## config.mk

```make
export PLATFORM = sky130hd
export DESIGN_NAME = triple_stack_shared_memory
export DESIGN_NICKNAME = d
export VERILOG_FILES = /design/src/rtl/tssm_pkg.sv /design/src/rtl/triple_stack_shared_memory.sv
export SDC_FILE = /design/constraint.sdc
export NUM_CORES = 1
export LEC_CHECK = 0
export BUFFER_PORTS_ARGS = -buffer_cell sky130_fd_sc_hd__buf_2
export CAP_MARGIN = 20
export CORE_AREA = 3 3 206 208
export CTS_CLUSTER_DIAMETER = 40
export DETAILED_ROUTE_END_ITERATION = 10
export DIE_AREA = 0 0 209 211
export PLACE_DENSITY = 0.85
export RECOVER_POWER = 100
export REMOVE_ABC_BUFFERS = 1
export SYNTH_ARGS = -nofsm -noshare
export SYNTH_HDL_FRONTEND = slang
export SYNTH_SLANG_ARGS = --single-unit
```

## constraint.sdc

```tcl
create_clock -name clk -period 6.7 [get_ports clk]
set_input_delay 1.675 -clock clk [delete_from_list [all_inputs] [get_ports clk]]
set_output_delay 1.675 -clock clk [all_outputs]
set_load 0.02 [all_outputs]
```

## src/rtl/tssm_pkg.sv

```systemverilog
// Package for the triple stack shared memory block.
// Holds operation, stack select and status codes and the default sizes.
// No dependencies.
package tssm_pkg;

	localparam int DefDepth     = 16;
	localparam int DefDataWidth = 32;

	localparam logic [1:0] SEL_LOW    = 2'd0;
	localparam logic [1:0] SEL_MID    = 2'd1;
	localparam logic [1:0] SEL_HIGH   = 2'd2;
	localparam logic [1:0] STACK_NONE = 2'd3;

	typedef enum logic [1:0] {
		MODE_PUSH = 2'd0,
		MODE_POP  = 2'd1,
		MODE_PEEK = 2'd2
	} mode_t;

	typedef enum logic [1:0] {
		ST_OK    = 2'd0,
		ST_FULL  = 2'd1,
		ST_EMPTY = 2'd2,
		ST_BAD   = 2'd3
	} status_t;

endpackage

```

## src/rtl/triple_stack_shared_memory.sv

```systemverilog
// Triple stack shared memory: three LIFO stacks in one element store.
// Depends on tssm_pkg.
//
// Request channel (req_valid / req_stall) carries mode, stack_sel and value.
// Response channel (rsp_valid / rsp_stall) carries data and status.
// Stack 0 grows up from address 0 and holds DEPTH/3 elements. Stack 1 grows
// up from DEPTH/3, stack 2 grows down from DEPTH-1; they share the rest.
// Every request gives exactly one response, in the cycle after it is taken.
// Throughput is one item per cycle while rsp_stall is low: the counters and one port of the store
// are used once per item, and the read data lands in the response register.
// While a response waits under rsp_stall, req_stall is high; as soon as the
// response is taken the next request is taken in the same cycle.
// Data is zero for push and for any failed operation.
// Reset clears the three counters and the response valid; store contents
// stay undefined, and read data is only used after a push has written them.
module triple_stack_shared_memory #(
	parameter int DEPTH      = tssm_pkg::DefDepth,
	parameter int DATA_WIDTH = tssm_pkg::DefDataWidth
) (
	input  logic               clk,
	input  logic               arst_n,
	input  logic               req_valid,
	output logic               req_stall,
	input  logic [1:0]         mode,
	input  logic [1:0]         stack_sel,
	input  logic signed [31:0] value,
	output logic               rsp_valid,
	input  logic               rsp_stall,
	output logic signed [31:0] data,
	output logic [1:0]         status
);
	import tssm_pkg::*;

	localparam int MidBase = DEPTH / 3;
	localparam int Shared  = DEPTH - MidBase;
	localparam int AW      = $clog2(DEPTH);
	localparam int CW      = $clog2(DEPTH + 1);

	logic [DATA_WIDTH-1:0] mem [DEPTH];

	logic [CW-1:0] count_low_q, count_mid_q, count_high_q;
	logic [CW-1:0] cnt_cur, pos, addr_w;
	logic [CW:0]   shared_sum;
	logic [AW-1:0] addr;
	logic          full, do_push, do_pop, do_read, accept;
	status_t       op_status;
	logic [63:0]   wr_wide, rd_wide;
	logic [DATA_WIDTH-1:0] rd_s1;
	logic          rsp_valid_q, hit_s1;
	status_t       status_s1;

	assign accept     = req_valid & ~req_stall;
	assign req_stall  = rsp_valid_q & rsp_stall;
	assign shared_sum = {1'b0, count_mid_q} + {1'b0, count_high_q};

	always_comb begin
		case (stack_sel)
			SEL_LOW: cnt_cur = count_low_q;
			SEL_MID: cnt_cur = count_mid_q;
			default: cnt_cur = count_high_q;
		endcase
		if (stack_sel == SEL_LOW) begin
			full = count_low_q >= CW'(MidBase);
		end else begin
			full = shared_sum >= (CW+1)'(Shared);
		end
	end

	always_comb begin
		op_status = ST_OK;
		do_push   = 1'b0;
		do_pop    = 1'b0;
		do_read   = 1'b0;
		if (stack_sel == STACK_NONE) begin
			op_status = ST_BAD;
		end else begin
			case (mode)
				MODE_PUSH: begin
					if (full) op_status = ST_FULL;
					else do_push = 1'b1;
				end
				MODE_POP, MODE_PEEK: begin
					if (cnt_cur == '0) begin
						op_status = ST_EMPTY;
					end else begin
						do_read = 1'b1;
						do_pop  = (mode == MODE_POP);
					end
				end
				default: op_status = ST_BAD;
			endcase
		end
	end

	always_comb begin
		pos = do_push ? cnt_cur : cnt_cur - CW'(1);
		case (stack_sel)
			SEL_LOW: addr_w = pos;
			SEL_MID: addr_w = CW'(MidBase) + pos;
			default: addr_w = CW'(DEPTH - 1) - pos;
		endcase
		addr = addr_w[AW-1:0];
	end

	assign wr_wide = {32'd0, value};

	always_ff @(posedge clk) begin
		if (accept && do_push) mem[addr] <= wr_wide[DATA_WIDTH-1:0];
		if (accept) begin
			rd_s1     <= mem[addr];
			hit_s1    <= do_read;
			status_s1 <= op_status;
		end
	end

	always_ff @(posedge clk or negedge arst_n) begin
		if (!arst_n) begin
			count_low_q  <= '0;
			count_mid_q  <= '0;
			count_high_q <= '0;
			rsp_valid_q  <= 1'b0;
		end else begin
			if (accept) begin
				rsp_valid_q <= 1'b1;
			end else if (!rsp_stall) begin
				rsp_valid_q <= 1'b0;
			end
			if (accept && (do_push || do_pop)) begin
				case (stack_sel)
					SEL_LOW: begin
						count_low_q <= do_push ? count_low_q + CW'(1)
							: count_low_q - CW'(1);
					end
					SEL_MID: begin
						count_mid_q <= do_push ? count_mid_q + CW'(1)
							: count_mid_q - CW'(1);
					end
					default: begin
						count_high_q <= do_push ? count_high_q + CW'(1)
							: count_high_q - CW'(1);
					end
				endcase
			end
		end
	end

	assign rd_wide   = 64'(rd_s1);
	assign rsp_valid = rsp_valid_q;
	assign data      = hit_s1 ? rd_wide[31:0] : 32'sd0;
	assign status    = status_s1;

	a_low_bound: assert property (@(posedge clk) disable iff (!arst_n)
		count_low_q <= CW'(MidBase))
		else $error("stack 0 count beyond its region");

	a_shared_bound: assert property (@(posedge clk) disable iff (!arst_n)
		shared_sum <= (CW+1)'(Shared))
		else $error("stacks 1 and 2 overlap");

	a_rsp_follows: assert property (@(posedge clk) disable iff (!arst_n)
		accept |=> rsp_valid)
		else $error("accepted item gave no response");

	a_fail_zero: assert property (@(posedge clk) disable iff (!arst_n)
		(rsp_valid && status != ST_OK) |-> data == 32'sd0)
		else $error("failed operation returned data");

endmodule

```

=== Word-level counts from Yosys, hierarchy flattened ===
Memory sizes are Yosys's and may differ from the RTL's. A register that Yosys moved wholly into a read port is not among the register bits.
Cells that the tools add are included.
Widths: inputs -> output; s select.

* Register bits: 19
* Memory bits (writable): 512
* Output and inout bits: 36
* Memories: 1

{| class="wikitable"
|+ Memories
! name !! words !! bits a word !! rd ports !! clocked after Yosys merged registers in !! wr ports !! RTL line !! RTL
|-
| mem || 16 || 32 || 1 || 1 || 1 || triple_stack_shared_memory.sv:39 || <nowiki>logic [DATA_WIDTH-1:0] mem [DEPTH];</nowiki>
|}

* Add/sub/neg operators: 10
* $lt $le $gt $ge: 2
* Eq/ne operators: 5
* Muxes and demuxes: 22
* Bitwise operators: 5
* Reductions and logical operators: 12

{| class="wikitable"
|+ Operator list
! kind !! number
|-
| $mux 32 || 1
|-
| $add 5x1->5 const B || 3
|-
| $mux 5 || 3
|-
| $sub 5x1->5 const B || 3
|-
| $mux 1 || 13
|-
| $pmux 5 s2 || 1
|-
| $pmux 4 s2 || 1
|-
| $add 5x5->6 || 1
|-
| $ge 6x4->1 const B || 1
|-
| $reduce_and 2->1 || 3
|-
| $reduce_or 2->1 || 3
|-
| $ge 5x3->1 const B || 1
|-
| $logic_not 5->1 || 1
|-
| $add 3x4->4 const A || 1
|-
| $eq 2x1->1 const B || 2
|-
| $eq 2x2->1 const B || 2
|-
| $logic_not 2->1 || 2
|-
| $mux 4 || 1
|-
| $pmux 2 s2 || 1
|-
| $sub 4x1->4 const B || 1
|-
| $sub 4x4->4 const A || 1
|-
| $not 1->1 || 3
|-
| $and 1x1->1 || 2
|-
| $logic_and 1x1->1 || 2
|-
| 3 further kinds || 3
|}

=== Depth between registers and ports, before layout ===
* Depth after elaboration: 9
* Gate-level depth with buffers: 20
* Mapped depth without buffers: 16

=== Worst setup path after synthesis ===
Ideal clock, no wire load.

* Path type: input to register
* Start: input mode[1]
* End: memory mem[0][0] (netlist name), enable pin
* Library setup time: 503 ps
* Data arrival time: 7,659 ps
* Path slack: -1,461 ps
* Stages on the path: 17
* Buffers on the path: 4
* Path through: inv_1 > ha_1 > inv_1 > a2111oi_2 > or3b_1 > o22ai_2 > nor2_1 > buf_6 > mux2i_1 > ha_1 > inv_1 > a221oi_1 > a221o_1 > buf_4 > buf_6 > buf_4 > nor4_1

* Word-level cells in the longest chain between the ends: 6
* Elaborated cells on any way between the ends: 10
* Classes of those cells: add/sub (2); mux (6); reduce/logical (2)

{| class="wikitable"
|+ RTL lines
! item !! RTL line !! RTL
|-
| start: declaration || triple_stack_shared_memory.sv:24 || <nowiki>input logic [1:0] mode,</nowiki>
|-
| $logic_not 2->1 * || triple_stack_shared_memory.sv:77 || <nowiki>case (mode)</nowiki>
|-
| $mux 1 * || triple_stack_shared_memory.sv:77 ||
|-
| $mux 1 * || triple_stack_shared_memory.sv:74 || <nowiki>if (stack_sel == STACK_NONE) begin</nowiki>
|-
| $mux 4 / $logic_and 1x1->1 (equally long branches) || triple_stack_shared_memory.sv:96, triple_stack_shared_memory.sv:108 ||
|-
| $sub 4x4->4, or another cell as far along || triple_stack_shared_memory.sv:100 || <nowiki>default: addr_w = CW'(DEPTH - 1) - pos;</nowiki>
|-
| $pmux 4 s2 / $mux 1 (equally long branches) || triple_stack_shared_memory.sv:97, triple_stack_shared_memory.sv:108 ||
|-
| end: declaration || triple_stack_shared_memory.sv:39 ||
|}

Mark *: on every way between the ends. The rest lies on a longest branch, timed or not.

=== Worst setup path after layout ===
* Start: input stack_sel[0]
* End: memory mem[1][23] (netlist name), enable pin

* Word-level cells in the longest chain between the ends: 8
* Elaborated cells on any way between the ends: 16
* Classes of those cells: add/sub (3); eq/ne (2); mux (9); reduce/logical (2)

{| class="wikitable"
|+ RTL lines
! item !! RTL line !! RTL
|-
| start: declaration || triple_stack_shared_memory.sv:25 || <nowiki>input logic [1:0] stack_sel,</nowiki>
|-
| branches (longest 8 deep; another with $sub 4x1->4) || -- ||
|}

Parallel ways; which one is timed is not known.

==> run_results.csv <==
group,metric,value,unit
synth,ys_seq_elements,563,
clock_network,cts_buffer_depth,3,
synth,ys.flop_type,"edfxtp_1",
drt,first_iter_violations,1260,
drt,wl_per_cell,28.6,um
hold_path,worstHoldPathType,"reg2reg",
worst_setup_path,worst_path_most_repeated_cell,"buf_12",
synth,yosysMostFrequentCell,"edfxtp_1",
sta,period_needed,6010,ps
hold_path,min-delay-start,"count_low_q[4]",
clock_network,insertion_delay,610,ps
clock_network,cts.repair.resized,0,
worst_setup_path,cp.arrival,6290,ps
synth,syn_area,22600,um^2
sta,rsz0062_at_grt,"no",
final_layout,drive_gt1_share,27.1,%
hold_path,holdPathStages,1,
global_routing,overflow,0,
synth,syn_inst,1063,
placement,dp_hpwl,27000,um
floorplanning,dieHeight,211,um
drt,ant_nets,0,
power,vdd_drop_max,858,uV
clock_network,clk_root_buffer_cell,"clkbuf_16",
global_routing,grt_max_degree,70,
global_routing,grt_first_pass_wirelength,75900,um
worst_setup_path,cp_data_required_time,6980,ps
worst_setup_path,critical_path_buf_inv_count,5,
worst_setup_path,rr_endpoint,"mem[1][23]",
floorplanning,initial_core_util,55.6,%
worst_setup_path,worst_path_largest_cell_delay,620,ps
status,violations,"capacitance limit, slew limit",
floorplanning,die_area,44100,um^2
clock_network,numCtsBuffers,58,
clock_network,cts_tree,"done",
placement,port_buffers,75,
sta,maxSlewViolCount,33,
worst_setup_path,cp-start-kind,"input pin",
synth,yosys.area.top_type,"edfxtp_1",
sta,slew_headroom,-39.9,%
final_layout,fin_nets,1260,
worst_setup_path,crit_family,"compound AO/OA/AOI/OAI gates",
placement,gp_congestion,0.786,
synth,synth_edf_count,547,
worst_setup_path,crit_type,"in2reg",
sta,fin_skew,19.2,ps
power,power.leakage,8.63,nW
clock_network,clk_pin_slew,60,ps
floorplanning,ios,76,
synth,yosys-top-cells-area,"edfxtp_1 73%, mux4_2 13%, mux2i_1 4.5%, dfrtp_1 1.8%, and2_1 1.0%",
synth,synth_common_cells,"547 x edfxtp_1, 128 x mux4_2, 102 x mux2i_1",
synth,ys.warnings.count,0,
power,finalPower,12.4,mW
worst_setup_path,r2r-start,"count_high_q[0]",
worst_setup_path,regToRegSetupSlack,1510,ps
placement,dpl.cell_count,1670,
drt,post_drt_via_cell_ratio,6.33,
drt,drt-total-wl,50900,um
final_layout,final_cells,1779,
worst_setup_path,crit_path_top_delay_cell,"clkbuf_1",
clock_network,clock_sinks,563,
final_layout,area_growth,14.4,%
clock_network,ctsHoldBuffers,0,
drt,drt_first_pass_iters,5,
clock_network,h-tree-depth,2,
worst_setup_path,cp_max_fo,25,
synth,syn_avg_cell_area,21.3,um^2
clock_network,cts_setup_buffers,0,
synth,async_flop_share,2.84,%
synth,synth_top_area_share,72.5,%
drt,vias,11300,
hold_path,min_to,"count_low_q[4]",
global_routing,grt_pass1_vias,11800,
sta,setup-violations-final,0,
sta,finalHoldViolations,0,
sta,finalSetupTns,0,ps
worst_setup_path,end_kind,"register",
worst_setup_path,ff2ff_path_depth,17,
sta,clock.fmax,166,MHz
synth,seq_area_frac_synth,74.3,%
job,max_cap_viol_count,1,
floorplanning,die_x,209,um
global_routing,track_usage,23.3,%
power,power_density,478,nW/um^2
global_routing,antenna_found_initial,6,
sta,fin_crit_sh,89.7,%
floorplanning,core-area,40700,um^2
worst_setup_path,path_cells,"clkbuf_1 > xnor2_1 > a2111oi_2 > or3b_1 > o22ai_1 > nor2_1 > mux2i_1 > ha_1 > inv_1 > a221oi_1 > a221o_4 > buf_12 > buf_4 > nor4_2 > buf_12",
synth,yosysUniqueCellTypes,58,
floorplanning,rows,74,
sta,tightest_slew,2100,ps
drt,drc,0,
status,outcome,"finished with violations",
## state kept, by name, indices dropped and copies added, names as in the netlist
register      cells
count_mid_q       5
status            2
rsp_valid         1
count_low_q       5
count_high_q      5
rd_s1            32
hit_s1            1
mem             512
## area by class of cell
class,instances,area [um^2]
clock buffer,63,1470
clock inverter,44,442
fill,2616,14800
antenna,2,5.00
inverter,12,45.0
tap,532,666
timing repair buffer,126,852
sequential,563,16800
multi-input combinational,437,5590
## layer usage
layer  up-vias  track usage (%)  routed length (um)
met3       139             5.12                4290
met5         -                0                  38
li1       4679                -                   -
met4         6             9.26                1700
met2       575             38.8               26200
met1      5854             30.6               18600
## power by group
group | internal, mW | total (mW) | switching, mW
clock network | 1.78 | 3.18 | 1.40
logic | 2.32 | 4.90 | 2.59
registers | 4.19 | 4.31 | 0.116
## cells in the final DEF (no fill, tap or decap), types with 9 or more instances in the layout
master | netlist | layout
a21oi_1 | 15 | 15
and2_0 | 0 | 28
buf_12 | 0 | 13
buf_2 | 27 | 32
buf_4 | 12 | 33
clkbuf_1 | 9 | 50
clkbuf_16 | 0 | 58
clkinv_2 | 0 | 13
clkinvlp_4 | 0 | 9
dfrtp_1 | 16 | 16
edfxtp_1 | 547 | 547
ha_1 | 18 | 18
inv_1 | 11 | 11
mux2i_1 | 102 | 102
mux4_2 | 128 | 128
nand2_1 | 14 | 14
nor2_1 | 12 | 12
nor4_2 | 0 | 12
xnor2_1 | 17 | 17
## cell families (layout without fill, tap and decap cells)
logic type | count (synthesis) | in the layout | share of synthesized area, %
buffers and inverters | 63 | 245 | 1.49
XOR/XNOR | 22 | 22 | 0.934
adder cells (fa/ha/maj) | 22 | 22 | 1.35
multiplexers | 236 | 236 | 17.5
flip-flops | 563 | 563 | 74.3
AO/OA/AOI/OAI | 53 | 53 | 1.74
AND/OR/NAND/NOR | 104 | 104 | 2.63
other | 0 | 2 | 0
## through the flow
step	instance area [um^2]	utilization, %	hold WS (ps)	worst slack, ps
after floorplan	22300	-	463	-6270
after global placement	24100	59.1	484	817
after detailed placement	24100	59.1	491	648
after CTS	26000	63.8	498	1230
after global routing	25900	63.6	538	519
final	25900	63.6	496	691
## how the worst max path moves through the flow
| stage | startpoint | to | slack (ps) | depth (start not counted) |
|---|---|---|---|---|
| final | stack_sel[0] | mem[1][23] | 690 | 15 |
| after global placement | mode[1] | rd_s1[1] | 820 | 18 |
| after CTS | mode[1] | mem[1][16] | 1230 | 17 |
| after detailed placement | mode[1] | rd_s1[4] | 650 | 18 |
| after floorplan | mode[0] | mem[4][0] | -6270 | 15 |
| after global routing | stack_sel[0] | mem[13][1] | 520 | 15 |
(Power assumes the default switching activity.)
